File: src/hdl/gd3_pkg.sv
`timescale 1ns / 1ps
// ----------------------------------------------------------------------------
// gd3_pkg
// Shared types and fixed-point constants for the 3-D Gaussian density unit.
// ----------------------------------------------------------------------------
package gd3_pkg;

  // Fixed-point formats of the datapath.
  localparam int COORD_WIDTH    = 16;
  localparam int PACK_WIDTH     = 3 * COORD_WIDTH;
  localparam int DIFF_WIDTH     = COORD_WIDTH + 1;
  localparam int PROD_WIDTH     = COORD_WIDTH + DIFF_WIDTH;
  localparam int ROW_WIDTH      = PROD_WIDTH + 2;
  localparam int TERM_WIDTH     = DIFF_WIDTH + ROW_WIDTH;
  localparam int QUAD_WIDTH     = TERM_WIDTH + 2;
  localparam int FRAC_Q         = 24;
  localparam int EXP_ARG_RANGE  = 32;
  localparam int ARG_SHIFT      = $clog2(EXP_ARG_RANGE);
  localparam int H_WIDTH        = ARG_SHIFT + FRAC_Q;
  localparam int E_WIDTH        = 33;
  localparam int DF_WIDTH       = E_WIDTH + FRAC_Q;
  localparam int NORM_WIDTH     = 32;
  localparam int DENS_WIDTH     = 32;
  localparam int SCALE_WIDTH    = E_WIDTH + NORM_WIDTH;
  localparam int PIPE_LATENCY   = 9;

  // Configuration port.
  localparam int APB_DATA_WIDTH = 64;
  localparam int APB_ADDR_WIDTH = 5;
  localparam int REG_IDX_LSB    = 3;

  localparam logic [PACK_WIDTH-1:0] ICOV_DIAG_RESET = 48'h0100_0100_0100;
  localparam logic [NORM_WIDTH-1:0] INV_NORM_RESET  = 32'd11770;
  localparam logic [DENS_WIDTH-1:0] DENS_ONE        = 32'd1;

  typedef enum logic [1:0] {
    REG_MEAN,
    REG_ICOV_DIAG,
    REG_ICOV_OFFDIAG,
    REG_INV_NORM
  } reg_idx_t;

  typedef struct packed {
    logic [PACK_WIDTH-1:0] mean;
    logic [PACK_WIDTH-1:0] icov_diag;
    logic [PACK_WIDTH-1:0] icov_offdiag;
    logic [NORM_WIDTH-1:0] inv_norm;
  } cfg_t;

  // Half quadratic form leaving the front end.
  typedef struct packed {
    logic               valid;
    logic               oor;
    logic [H_WIDTH-1:0] h;
  } quad_res_t;

  // Interpolated exponential, Q1.32.
  typedef struct packed {
    logic               valid;
    logic               oor;
    logic [E_WIDTH-1:0] e;
  } exp_res_t;

endpackage

File: src/hdl/gd3_cfg.sv
`timescale 1ns / 1ps
// ----------------------------------------------------------------------------
// gd3_cfg
// APB register file holding the mean, inverse covariance and normalization.
// ----------------------------------------------------------------------------
module gd3_cfg import gd3_pkg::*; (
  input  logic                      clk,
  input  logic                      rst,
  input  logic                      psel,
  input  logic                      penable,
  input  logic                      pwrite,
  input  logic [APB_ADDR_WIDTH-1:0] paddr,
  input  logic [APB_DATA_WIDTH-1:0] pwdata,
  output logic [APB_DATA_WIDTH-1:0] prdata,
  output logic                      pready,
  output cfg_t                      cfg
);

  reg_idx_t idx;
  logic     wr_en;

  assign idx    = reg_idx_t'(paddr[APB_ADDR_WIDTH-1:REG_IDX_LSB]);
  assign wr_en  = psel & penable & pwrite;
  assign pready = 1'b1;

  always_ff @(posedge clk) begin
    if (rst) begin
      cfg.mean         <= '0;
      cfg.icov_diag    <= ICOV_DIAG_RESET;
      cfg.icov_offdiag <= '0;
      cfg.inv_norm     <= INV_NORM_RESET;
    end else if (wr_en) begin
      unique case (idx)
        REG_MEAN:         cfg.mean         <= pwdata[PACK_WIDTH-1:0];
        REG_ICOV_DIAG:    cfg.icov_diag    <= pwdata[PACK_WIDTH-1:0];
        REG_ICOV_OFFDIAG: cfg.icov_offdiag <= pwdata[PACK_WIDTH-1:0];
        REG_INV_NORM:     cfg.inv_norm     <= pwdata[NORM_WIDTH-1:0];
        default:          ;
      endcase
    end
  end

  always_comb begin
    unique case (idx)
      REG_MEAN:         prdata = APB_DATA_WIDTH'(cfg.mean);
      REG_ICOV_DIAG:    prdata = APB_DATA_WIDTH'(cfg.icov_diag);
      REG_ICOV_OFFDIAG: prdata = APB_DATA_WIDTH'(cfg.icov_offdiag);
      REG_INV_NORM:     prdata = APB_DATA_WIDTH'(cfg.inv_norm);
      default:          prdata = '0;
    endcase
  end

endmodule

File: config.mk
export PLATFORM = sky130hd
export DESIGN_NAME = gd3_cfg
export DESIGN_NICKNAME = d
export VERILOG_FILES = /design/src/hdl/gd3_pkg.sv /design/src/hdl/gd3_cfg.sv
export SDC_FILE = /design/constraint.sdc
export NUM_CORES = 1
export LEC_CHECK = 0
export BUFFER_PORTS_ARGS = -buffer_cell sky130_fd_sc_hd__buf_2
export CORE_MARGIN = 5
export CORE_UTILIZATION = 40
export CTS_CLUSTER_DIAMETER = 80
export DETAILED_ROUTE_END_ITERATION = 8
export PLACE_DENSITY_LB_ADDON = 0.1
export SLEW_MARGIN = 20
export SYNTH_ARGS = -nofsm -noshare
export SYNTH_HDL_FRONTEND = slang
export SYNTH_SLANG_ARGS = --single-unit
File: constraint.sdc
create_clock -name clk -period 1.45 [get_ports clk]
set_clock_uncertainty 0.05 [all_clocks]
set_input_delay 0.0725 -clock clk [delete_from_list [all_inputs] [get_ports clk]]
set_output_delay 0.0725 -clock clk [all_outputs]
set_load 0.01 [all_outputs]
After elaboration in Yosys (flattened, before gate mapping)
Cells that the tools add are included.
Storage, ports and cells
  bits in registers: 176
  bits in latches: 0
  memory bits (writable): 0
  bits in read-only memories: 0
  memories: 0
Operators by class
  add/sub/neg operators: 0
  multipliers: 0
  divide/modulo/power cells: 0
  magnitude comparators: 0
  eq/ne operators: 3
  shift operators: 0
  mux-type cells: 1
  bitwise logic cells: 2
  reductions and logical operators: 5
Operators by type and width (number)
  $pmux 64 s4: 1
  $reduce_and 2->1: 4
  $eq 2x2->1 const B: 2
  $and 1x1->1: 2
  $eq 2x1->1 const B: 1
  $logic_not 2->1: 1

Longest topological paths before layout
  word-level depth: 3
  depth in mapped cells: 7

Worst setup path before layout
Ideal clock, no wire load.
  path kind: input-to-output
  from: input port paddr[3]
  to: output port prdata[0]
  arrival time: 1.052 ns
  setup slack: 0.276 ns
  stages: 3
  cells stage by stage: buf_4 -> buf_2 -> mux4_2
On the way
  word-level cells in the longest chain between the ends: 2
  elaborated cells between the ends (all ways): 5
RTL lines
  start: declaration: line gd3_cfg.sv:12  | input logic [APB_ADDR_WIDTH-1:0] paddr,
  $eq 2x2->1, or another cell as far along: line gd3_cfg.sv:44  | unique case (idx)
  $pmux 64 s4 *: line gd3_cfg.sv:44
  end: declaration: line gd3_cfg.sv:14  | output logic [APB_DATA_WIDTH-1:0] prdata,
Mark *: on every way between the ends. The rest lies on a longest branch, timed or not. The select of a mux whose other input is x is not followed.

Worst setup path after layout
  from: register cfg[5] in the netlist's numbering
  to: output port prdata[5]
On the way
  word-level cells in the longest chain between the ends: 1
RTL lines
  start: declaration: line gd3_cfg.sv:16  | output cfg_t cfg
  $pmux 64 s4: line gd3_cfg.sv:44
No other way between the ends. The select of a mux whose other input is x is not followed.

==> run metrics <==
crit path kind flip-flop to output pin; largest family of logic cells by synthesized area multiplexers; CP bufs+invs 1; most flop-heavy register cfg; RSZ-0062 raised after global routing yes; gr usage total 0.199; max-slew violation count 0; Nets 1213; Vias per Instance 4.75; n_diodes 0; crit share post-route 1.03; Synth area leaders dfxtp_1 43%, mux2i_1 23%, nand2b_1 16%, mux4_2 8.7%, buf_4 3.3%; Final Util 0.586; Largest regs cfg: 176 flops; Yosys top cell by area dfxtp_1; TritonRoute pass-1 iters 5; gr ovfl total 0; clock sink count approximately 180; vias 6761; global-route wire length before repair 38100 µm; syn_area_per_cell 11.0 µm²; register area share after synthesis 0.427; FF-to-FF End cfg[4]$_SDFFE_PP1P_; DRC viols 0; CP arrival ~1400 ps; Finished Cell Area between 10000 and 15000 µm²; post-route setup slack -48.0 ps; status finished, violations left; die height 154 µm; mapped cell area slightly above 8000 µm²; Chip Width 154 µm; hold path start paddr[4]; Reg-to-Reg Start cfg[4]$_SDFFE_PP1P_; most common cell after layout, fill and taps aside buf_2; failing checks negative setup slack; IR drop worst, VDD 0.757 mV; Simple-Gate Fraction of Synth Area 0.187; synthesized instance count 754; final hold slack roughly 49 ps; area grow syn2layout 43.9%; cts bufs inserted 17; CP delay by family, top multiplexers; critical path's slowest cell mux4_2; max reg flops 176; cell row count 52; compound-gate portion of the synthesized area 0.00969; core region area 20300 µm²; Antenna Nets Post-Route 0; CP max stage delay 480 ps; Clock Latency Late Sink 420 ps; number of global-route vias before repair 6923; initial antenna violation count 0; I/O Buffers roughly 280; Yosys top cell area share 0.427; Power Total 10400 µW; flop-to-flop setup slack 110 ps; yosys warns 0; Startpoint Class flip-flop; Highest Clock Rate approximately 670 MHz; Worst R2R Path Depth 4; Fin Setup TNS -909 ps; Die Area approximately 24000 µm²; Hold EP cfg[104]$_SDFFE_PP1P_; Ports 315; detailed placement HPWL 15800 µm; maxcap violations 0; min Tclk post-route 1500 ps; Worst Path Required 1330 ps; Initial Util 0.407; most frequent cells in the layout 246 x buf_2, 211 x nand2b_1, 192 x mux2i_1; clock-pin slew on the worst setup and hold paths 70 ps; Seq cells post-synth 176; RePlAce Congestion 0.740; largest net degree at the start of global routing 87; Hold Vio Cnt, Final 0; Setup violations, final 32; layout cells sized above 1 0.477; Placed Area 9950 µm²; Leak about 0.0060 µW; CTS Root Buffer Type clkbuf_16; power per cell area 873 nW/µm²; crit-path max FO 3; Post-Synth Adder-Cell Area 0; mux cell area share after synthesis 0.320; XOR/XNOR Fraction of Synth Area 0; DR WL/cell around 17 µm; htree depth 4; maximum clock insertion buffer count 2; Fill cells 1758; Hold Path Class primary input to flip-flop; DRT iter0 DRCs around 290; CP endpoint kind output pin; CTS tree built; critical path cell sequence mux4_2 -> buf_6; Distinct cells, synth 21; hold depth 3; final wirelength 24200 µm
[final cells by class]
cell class / instances / area (µm²) / area share
Clock buffer: 18 / 429 / 0.0361
Clock inverter: 14 / 125 / 0.0105
Multi-Input combinational cell: 518 / 4340 / 0.365
Sequential cell: 176 / 3660 / 0.308
Tap cell: 270 / 338 / 0.0284
Timing Repair Buffer: 426 / 2990 / 0.252
[timing repair]
item	in CTS	in global routing
hold buffers	53	0
endpoints found under the hold margin	176	0
gates resized for setup	125	17
cloned	0	0
endpoints found under the setup margin	32	33
setup buffers	68	2
[report_power, final]
part           total, µW  internal [µW]  switching (µW)
Combinational       1080            571             506
Clock               4360           2260            2090
Sequential          4950           4900            45.9
[per-stage QoR]
| step | std cells | setup WS [ps] |
|---|---|---|
| 2_1_floorplan | 769 | 276 |
| 3_5_place_dp | 1267 | 91.5 |
| 5_1_grt | 1422 | -115 |
| 6_report | 1422 | -48.0 |
| 3_3_place_gp | 1267 | 100 |
| 4_1_cts | 1420 | -72.4 |
[tightest hold or removal path, cell delays in order]
cell     delay [ps]
buf_2           200
nor3b_4          90
mux2i_1         110
[cell families after synthesis]
| kind of cell | count (synthesis) |
|---|---|
| buf+inv | 75 |
| flops | 176 |
| other cells | 2 |
| simple gates | 261 |
| compound gates | 16 |
| mux | 224 |
[worst max-delay path by stage]
| stage | startpoint | to | slack (ps) | depth (start not counted) |
|---|---|---|---|---|
| 4_1_cts | cfg[5]$_SDFFE_PP1P_ | prdata[5] | -70 | 2 |
| 6_report | cfg[5]$_SDFFE_PP1P_ | prdata[5] | -50 | 2 |
| 3_5_place_dp | paddr[4] | cfg[1]$_SDFFE_PP1P_ | 90 | 5 |
| 2_1_floorplan | paddr[3] | prdata[0] | 280 | 3 |
| 3_3_place_gp | paddr[4] | cfg[15]$_SDFFE_PP0P_ | 100 | 5 |
| 5_1_grt | cfg[5]$_SDFFE_PP1P_ | prdata[5] | -110 | 2 |
[cells in the mapped netlist]
| master | count |
|---|---|
| nor2b_2 | 1 |
| nand2b_1 | 211 |
| nor2_1 | 25 |
| nand2_1 | 16 |
| nor3_1 | 1 |
| or3_1 | 1 |
| buf_6 | 4 |
| nor3b_2 | 1 |
| o21ai_0 | 16 |
| nand3_2 | 1 |
| mux4_2 | 32 |
| clkbuf_1 | 24 |
| dfxtp_1 | 176 |
| conb_1 | 2 |
| mux2i_1 | 192 |
| nand2_4 | 1 |
| buf_2 | 11 |
| buf_4 | 36 |
| nand3b_1 | 1 |
| and3_1 | 1 |
| nand3_1 | 1 |
[layer usage]
| metal | wire length [µm] | GRT usage | share of wire | vias to the layer above |
|---|---|---|---|---|
| met5 | 0 | 0 | 0 | - |
| met4 | 438 | 0.0622 | 0.018 | 0 |
| met3 | 1580 | 0.0469 | 0.065 | 30 |
| met2 | 11500 | 0.332 | 0.47 | 212 |
| met1 | 10700 | 0.255 | 0.44 | 3217 |
| li1 | - | - | - | 3302 |
Power figures use the tool's default switching activity.
