$ cat config.mk
export PLATFORM = sky130hd
export DESIGN_NAME = gd3_scale
export DESIGN_NICKNAME = d
export VERILOG_FILES = /design/src/hdl/gd3_pkg.sv /design/src/hdl/gd3_scale.sv
export SDC_FILE = /design/constraint.sdc
export NUM_CORES = 2
export LEC_CHECK = 0
export ABC_AREA = 1
export BUFFER_PORTS_ARGS = -buffer_cell sky130_fd_sc_hd__buf_4
export CORE_AREA = 2 2 317 319
export DETAILED_ROUTE_END_ITERATION = 10
export DIE_AREA = 0 0 319 321
export HOLD_SLACK_MARGIN = 0.1
export PLACE_DENSITY = 0.65
export SLEW_MARGIN = 20
export SYNTH_ARGS = -nofsm -noshare
export SYNTH_HDL_FRONTEND = slang
export SYNTH_SLANG_ARGS = --single-unit
$ cat constraint.sdc
create_clock -name clk -period 7.4 [get_ports clk]
set_input_delay 1.11 -clock clk [delete_from_list [all_inputs] [get_ports clk]]
set_output_delay 1.11 -clock clk [all_outputs]
set_load 0.01 [all_outputs]
$ cat src/hdl/gd3_pkg.sv
`timescale 1ns / 1ps
// ----------------------------------------------------------------------------
// gd3_pkg
// Shared types and fixed-point constants for the 3-D Gaussian density unit.
// ----------------------------------------------------------------------------
package gd3_pkg;

  // Fixed-point formats of the datapath.
  localparam int COORD_WIDTH    = 16;
  localparam int PACK_WIDTH     = 3 * COORD_WIDTH;
  localparam int DIFF_WIDTH     = COORD_WIDTH + 1;
  localparam int PROD_WIDTH     = COORD_WIDTH + DIFF_WIDTH;
  localparam int ROW_WIDTH      = PROD_WIDTH + 2;
  localparam int TERM_WIDTH     = DIFF_WIDTH + ROW_WIDTH;
  localparam int QUAD_WIDTH     = TERM_WIDTH + 2;
  localparam int FRAC_Q         = 24;
  localparam int EXP_ARG_RANGE  = 32;
  localparam int ARG_SHIFT      = $clog2(EXP_ARG_RANGE);
  localparam int H_WIDTH        = ARG_SHIFT + FRAC_Q;
  localparam int E_WIDTH        = 33;
  localparam int DF_WIDTH       = E_WIDTH + FRAC_Q;
  localparam int NORM_WIDTH     = 32;
  localparam int DENS_WIDTH     = 32;
  localparam int SCALE_WIDTH    = E_WIDTH + NORM_WIDTH;
  localparam int PIPE_LATENCY   = 9;

  // Configuration port.
  localparam int APB_DATA_WIDTH = 64;
  localparam int APB_ADDR_WIDTH = 5;
  localparam int REG_IDX_LSB    = 3;

  localparam logic [PACK_WIDTH-1:0] ICOV_DIAG_RESET = 48'h0100_0100_0100;
  localparam logic [NORM_WIDTH-1:0] INV_NORM_RESET  = 32'd11770;
  localparam logic [DENS_WIDTH-1:0] DENS_ONE        = 32'd1;

  typedef enum logic [1:0] {
    REG_MEAN,
    REG_ICOV_DIAG,
    REG_ICOV_OFFDIAG,
    REG_INV_NORM
  } reg_idx_t;

  typedef struct packed {
    logic [PACK_WIDTH-1:0] mean;
    logic [PACK_WIDTH-1:0] icov_diag;
    logic [PACK_WIDTH-1:0] icov_offdiag;
    logic [NORM_WIDTH-1:0] inv_norm;
  } cfg_t;

  // Half quadratic form leaving the front end.
  typedef struct packed {
    logic               valid;
    logic               oor;
    logic [H_WIDTH-1:0] h;
  } quad_res_t;

  // Interpolated exponential, Q1.32.
  typedef struct packed {
    logic               valid;
    logic               oor;
    logic [E_WIDTH-1:0] e;
  } exp_res_t;

endpackage

$ cat src/hdl/gd3_scale.sv
`timescale 1ns / 1ps
// ----------------------------------------------------------------------------
// gd3_scale
// Scales the exponential by the reciprocal normalization and floors a zero
// or out-of-range result to one LSB.
// ----------------------------------------------------------------------------
module gd3_scale import gd3_pkg::*; (
  input  logic                  clk,
  input  logic                  rst,
  input  exp_res_t              ein,
  input  logic [NORM_WIDTH-1:0] inv_norm,
  output logic                  done,
  output logic [DENS_WIDTH-1:0] density,
  output logic                  floored
);

  logic [SCALE_WIDTH-1:0] full;
  logic                   v1;
  logic                   oor1;
  logic [DENS_WIDTH-1:0]  dens1;
  logic                   low;

  assign full = SCALE_WIDTH'(ein.e) * SCALE_WIDTH'(inv_norm);
  assign low  = oor1 | (dens1 == '0);

  always_ff @(posedge clk) begin
    if (rst) begin
      v1   <= 1'b0;
      done <= 1'b0;
    end else begin
      v1   <= ein.valid;
      done <= v1;
    end
  end

  always_ff @(posedge clk) begin
    dens1   <= full[NORM_WIDTH +: DENS_WIDTH];
    oor1    <= ein.oor;
    density <= low ? DENS_ONE : dens1;
    floored <= low;
  end

endmodule

# Word-level counts from Yosys, hierarchy flattened
# Index checks and enable logic that the tools add are counted.
[classes] mul=1 n_bitwise=1 n_reduce_logical=1
[ops] cell="$mul 33x32->64" n=1
[ops] cell="$logic_not 32->1" n=1
[ops] cell="$or 1x1->1" n=1
[totals] reg_bits=68 inputBits=69

# Depth between registers and ports, before layout
[depth] word_depth=2 ltp_mapped=33 mapped_depth_nobuf=31

# Worst setup path after synthesis
# No wires, ideal clock.
[synth_path] path_type="in2reg" start="in inv_norm[8]" end="reg dens1[29]" path_slack_ps=179 path_stages=26 t_arrival_ps=7109 path_buffers=2 cell_sequence="clkbuf_1 > clkbuf_1 > nand2_1 > fa_1 > inv_1 > fa_1 > fa_1 > inv_1 > fa_1 > inv_1 > fa_1 > fa_1 > fa_1 > inv_1 > fa_1 > inv_1 > ha_1 > nand2_1 > nor2_1 > inv_2 > nor2_1 > inv_2 > nor4_1 > nand2_1 > nand3_1 > nand2_1"
[synth_via] elab_chain_len=1
[synth_lines] element="start, declared" line="gd3_scale.sv:11" text="input logic [NORM_WIDTH-1:0] inv_norm,"
[synth_lines] element="$mul 33x32->64" line="gd3_scale.sv:23" text="assign full = SCALE_WIDTH'(ein.e) * SCALE_WIDTH'(inv_norm);"
[synth_lines] element="named net full[61]" line="gd3_scale.sv:17" text="logic [SCALE_WIDTH-1:0] full;"
[synth_lines] element="end signal, assigned" line="gd3_scale.sv:37" text="dens1 <= full[NORM_WIDTH +: DENS_WIDTH];"
[synth_lines] element="end, declared" line="gd3_scale.sv:20" text="logic [DENS_WIDTH-1:0] dens1;"
# The timed path passes the listed nets, and every way through them passes these cells.
# A chain may end at the register's enable or synchronous reset.

# Final worst setup path
[layout_path] start="in ein[29] in the netlist's numbering" end="reg dens1[20]"
[layout_via] elab_chain_len=1
[layout_lines] element="start, declared" line="gd3_scale.sv:10" text="input exp_res_t ein,"
[layout_lines] element="$mul 33x32->64" line="gd3_scale.sv:23"
[layout_lines] element="named net full[52]" line="gd3_scale.sv:17"
# The timed path passes the listed nets, and every way through them passes these cells.

==> qor.tcl <==
set qor(instances_no_fill) 6396
set qor(criticalPathCategory) {in2reg}
set qor(wirelength_mm) 105.1
set qor(global_route_wire_length_before_repair_mm) 174.4
set qor(post-cts-setup-buffers) 0
set qor(final_period_minus_worst_setup_slack_ns) 7.185
set qor(grt_overflow_total) 0
set qor(routed-via-count) 29939
set qor(net_count_of_the_mapped_netlist) 6159
set qor(postSynthAreaPerCell_sq_um) 7.594
set qor(rsz0062_at_grt) {yes}
set qor(tritoncts) {yes}
set qor(num-nets-final) 6340
set qor(report.final.slew_viol_count) 0
set qor(post_route_drc_violation_count) 0
set qor(ys.warnings.count) 0
set qor(worstHoldStart) {v1}
set qor(final_cell_area_sq_um) 41840
set qor(drive_above_1_share_pct) 9.341
set qor(number_of_hold_slack_violations_in_the_final_timing_report) 0
set qor(yosys_top_cell_area_share_pct) 49.60
set qor(async_flop_share_pct) 0
set qor(timing.critical_path.from_type) {primary input}
set qor(ant_nets) 0
set qor(numPlacedInstances) 6379
set qor(drt-initial-drc-count) 1770
set qor(detail_route.vias_per_cell) 4.681
set qor(wire_per_inst_um) 16.43
set qor(cts.htree.levels) 3
set qor(post_dp_cell_area_sq_um) 41310
set qor(slew_headroom_pct) 54.49
set qor(crit_path_cell_trace) {buf_4 > nand2_1 > fa_1 > inv_1 > fa_1 > fa_1 > inv_1 > fa_1 > inv_1 > fa_1 > fa_1 > fa_1 > inv_1 > fa_1 > inv_1 > ha_1 > a21oi_1 > o21ai_0 > a21oi_1 > inv_1 > a21oi_1 > nand3_1 > nand2_1 > nand2_1}
set qor(cp_peak_stage_delay_ns) 0.61
set qor(std_cell_rows) 116
set qor(via_count_of_the_first_global_routing_pass) 32717
set qor(synth_top_cell_by_area) {sky130_fd_sc_hd__fa_1}
set qor(launching_point_of_the_worst_reg2reg_path) {dens1[13]}
set qor(floorplan.die.width_um) 319
set qor(worst_path_max_delay_cell) {sky130_fd_sc_hd__fa_1}
set qor(crit_top_cell) {sky130_fd_sc_hd__fa_1}
set qor(clock-skew-final_ns) 0.006731
set qor(die_height_um) 321
set qor(core_footprint_sq_um) 99280
set qor(end_kind) {register}
set qor(run_status) {finished, final reports clean}
set qor(numCtsBuffers) 9
set qor(largest_net_degree_at_the_start_of_global_routing) 34
set qor(yosysSeqAreaShare_pct) 3.650
set qor(worst_skew_pair.late_latency_ns) 0.33
set qor(netlist_top_cells_area) {sky130_fd_sc_hd__fa_1 (50%), sky130_fd_sc_hd__inv_1 (16%), sky130_fd_sc_hd__nand2_1 (14%), sky130_fd_sc_hd__ha_1 (8.6%), sky130_fd_sc_hd__dfxtp_1 (3.7%)}
set qor(number_of_sinks_handled_by_clock_tree_synthesis) 68
set qor(synth_most_common_cell) {sky130_fd_sc_hd__inv_1}
set qor(cts.clk_slew.worst_paths_ns) 0.06
set qor(synth-edff-count) 0
set qor(number_of_antenna_violations_at_the_first_check_in_global_routing) 3
set qor(synth.cells.most_frequent) {sky130_fd_sc_hd__inv_1 (1590), sky130_fd_sc_hd__nand2_1 (1390), sky130_fd_sc_hd__fa_1 (924)}
set qor(areaGrowthSynthToFinish_pct) 12.20
set qor(gpl.final_weighted_congestion) 0.9336
set qor(clk_path_buf_depth) 2
set qor(postSynth.topFlopCell) {sky130_fd_sc_hd__dfxtp_1}
set qor(cp.arrival_ns) 7.41
set qor(yosys.cell_types.count) 28
set qor(drv_cap) 0
set qor(hp-class) {reg2reg}
set qor(timing.final.crit_share_pct) 97.10
set qor(synth_area_sq_um) 37290
set qor(cell_at_the_root_of_the_clock_tree) {sky130_fd_sc_hd__clkbuf_16}
set qor(initial_core_util_pct) 37.56
set qor(timing_worst_slew_pin_value_ns) 0.6808
set qor(worst_ep_required_time_ns) 7.63
set qor(port_buffers) 102
set qor(detailed_placement_wirelength_estimate_mm) 93.86
set qor(critical_path.max_fanout) 6
set qor(clock.fmax_mhz) 139.2
set qor(critPathLaunch) {ein[29]}
set qor(firstDrtPassIters) 6
set qor(fp.dieArea_sq_um) 102400
set qor(synth-seq-cells) 68
set qor(final-setup-viol-count) 0
set qor(netlist_instances) 4911
set qor(grt_use_total_pct) 21.53
set qor(io_pins) 103
[worst paths after layout]
| check | endpoint | cells past startpoint | slack [ns] |
|---|---|---|---|
| max reg2reg | density[0] | 4 | 5.48 |
| min | done | 2 | 0.41 |
| max | dens1[20] | 24 | 0.21 |
| min reg2reg | done | 2 | 0.41 |
[cells in the final DEF (no fill, tap or decap), drive strengths merged, types with 17 or more instances in the layout]
cell type	n
o21bai	17
nand2	1390
o21ai	51
inv	1613
dfxtp	68
fa	924
nor2	166
a21oi	90
ha	255
buf	398
nand3	55
[sequential cells by signal, summed over array words and instances, names as in the netlist]
name     flops
dens1       32
density     32
done         1
floored      1
oor1         1
v1           1
[through the flow]
stage	utilization, %	worst slack (ns)	hold WS (ns)	setup TNS (ns)
final	42.15	0.2148	0.4050	0
after global routing	42.15	-0.06288	0.4215	-0.1930
after CTS	41.95	0.1140	0.4092	0
after detailed placement	41.61	-0.2388	0.3985	-2.566
after global placement	41.61	-0.2600	0.3937	-2.332
after floorplan	-	0.1787	0.3883	0
[timing repair]
action                                  4_1_cts  5_1_grt
resized for setup                             0       52
hold buffers                                  0        0
endpoints found under the setup margin        0       24
[metal layers]
metal  global-route usage (%)  vias to the layer above  wire length (um)
met1                    27.11                    14959             42770
li1                         -                    13829                 -
met3                    1.870                      210              5194
met4                    7.746                        2              4367
met5                        0                        -                16
met2                    38.61                      939             52720
[critical path: cells and delay by family]
| kind | cells | cell delay, ns |
|---|---|---|
| buf+inv | 7 | 0.48 |
| compound gates | 4 | 1.02 |
| simple gates | 4 | 0.35 |
| fa+ha+maj | 9 | 4.46 |
[logic make-up after synthesis]
logic type / count (synthesis) / share of synthesized area, %
xor gates and xnor gates: 8 / 0.1879
and+or+nand+nor: 1646 / 17.00
adders and majority gates: 1179 / 58.16
buffers and inverters: 1841 / 18.54
DFF: 68 / 3.650
AOI/OAI and AO/OA: 169 / 2.463
[cell type report]
class                   count  area [sq um]
flip-flops and latches     68          1361
repair buffers            398          3303
well taps                1298          1624
diodes                      2         5.005
clock buffers               9         225.2
fillers                 10086         57430
clock inverters             6         113.9
multi-input cells        3002         29150
inverters                1613          6055
Power is left out: the tool's default activity adds up to more than one toggle a clock period on the data nets, which glitch-free logic cannot reach.
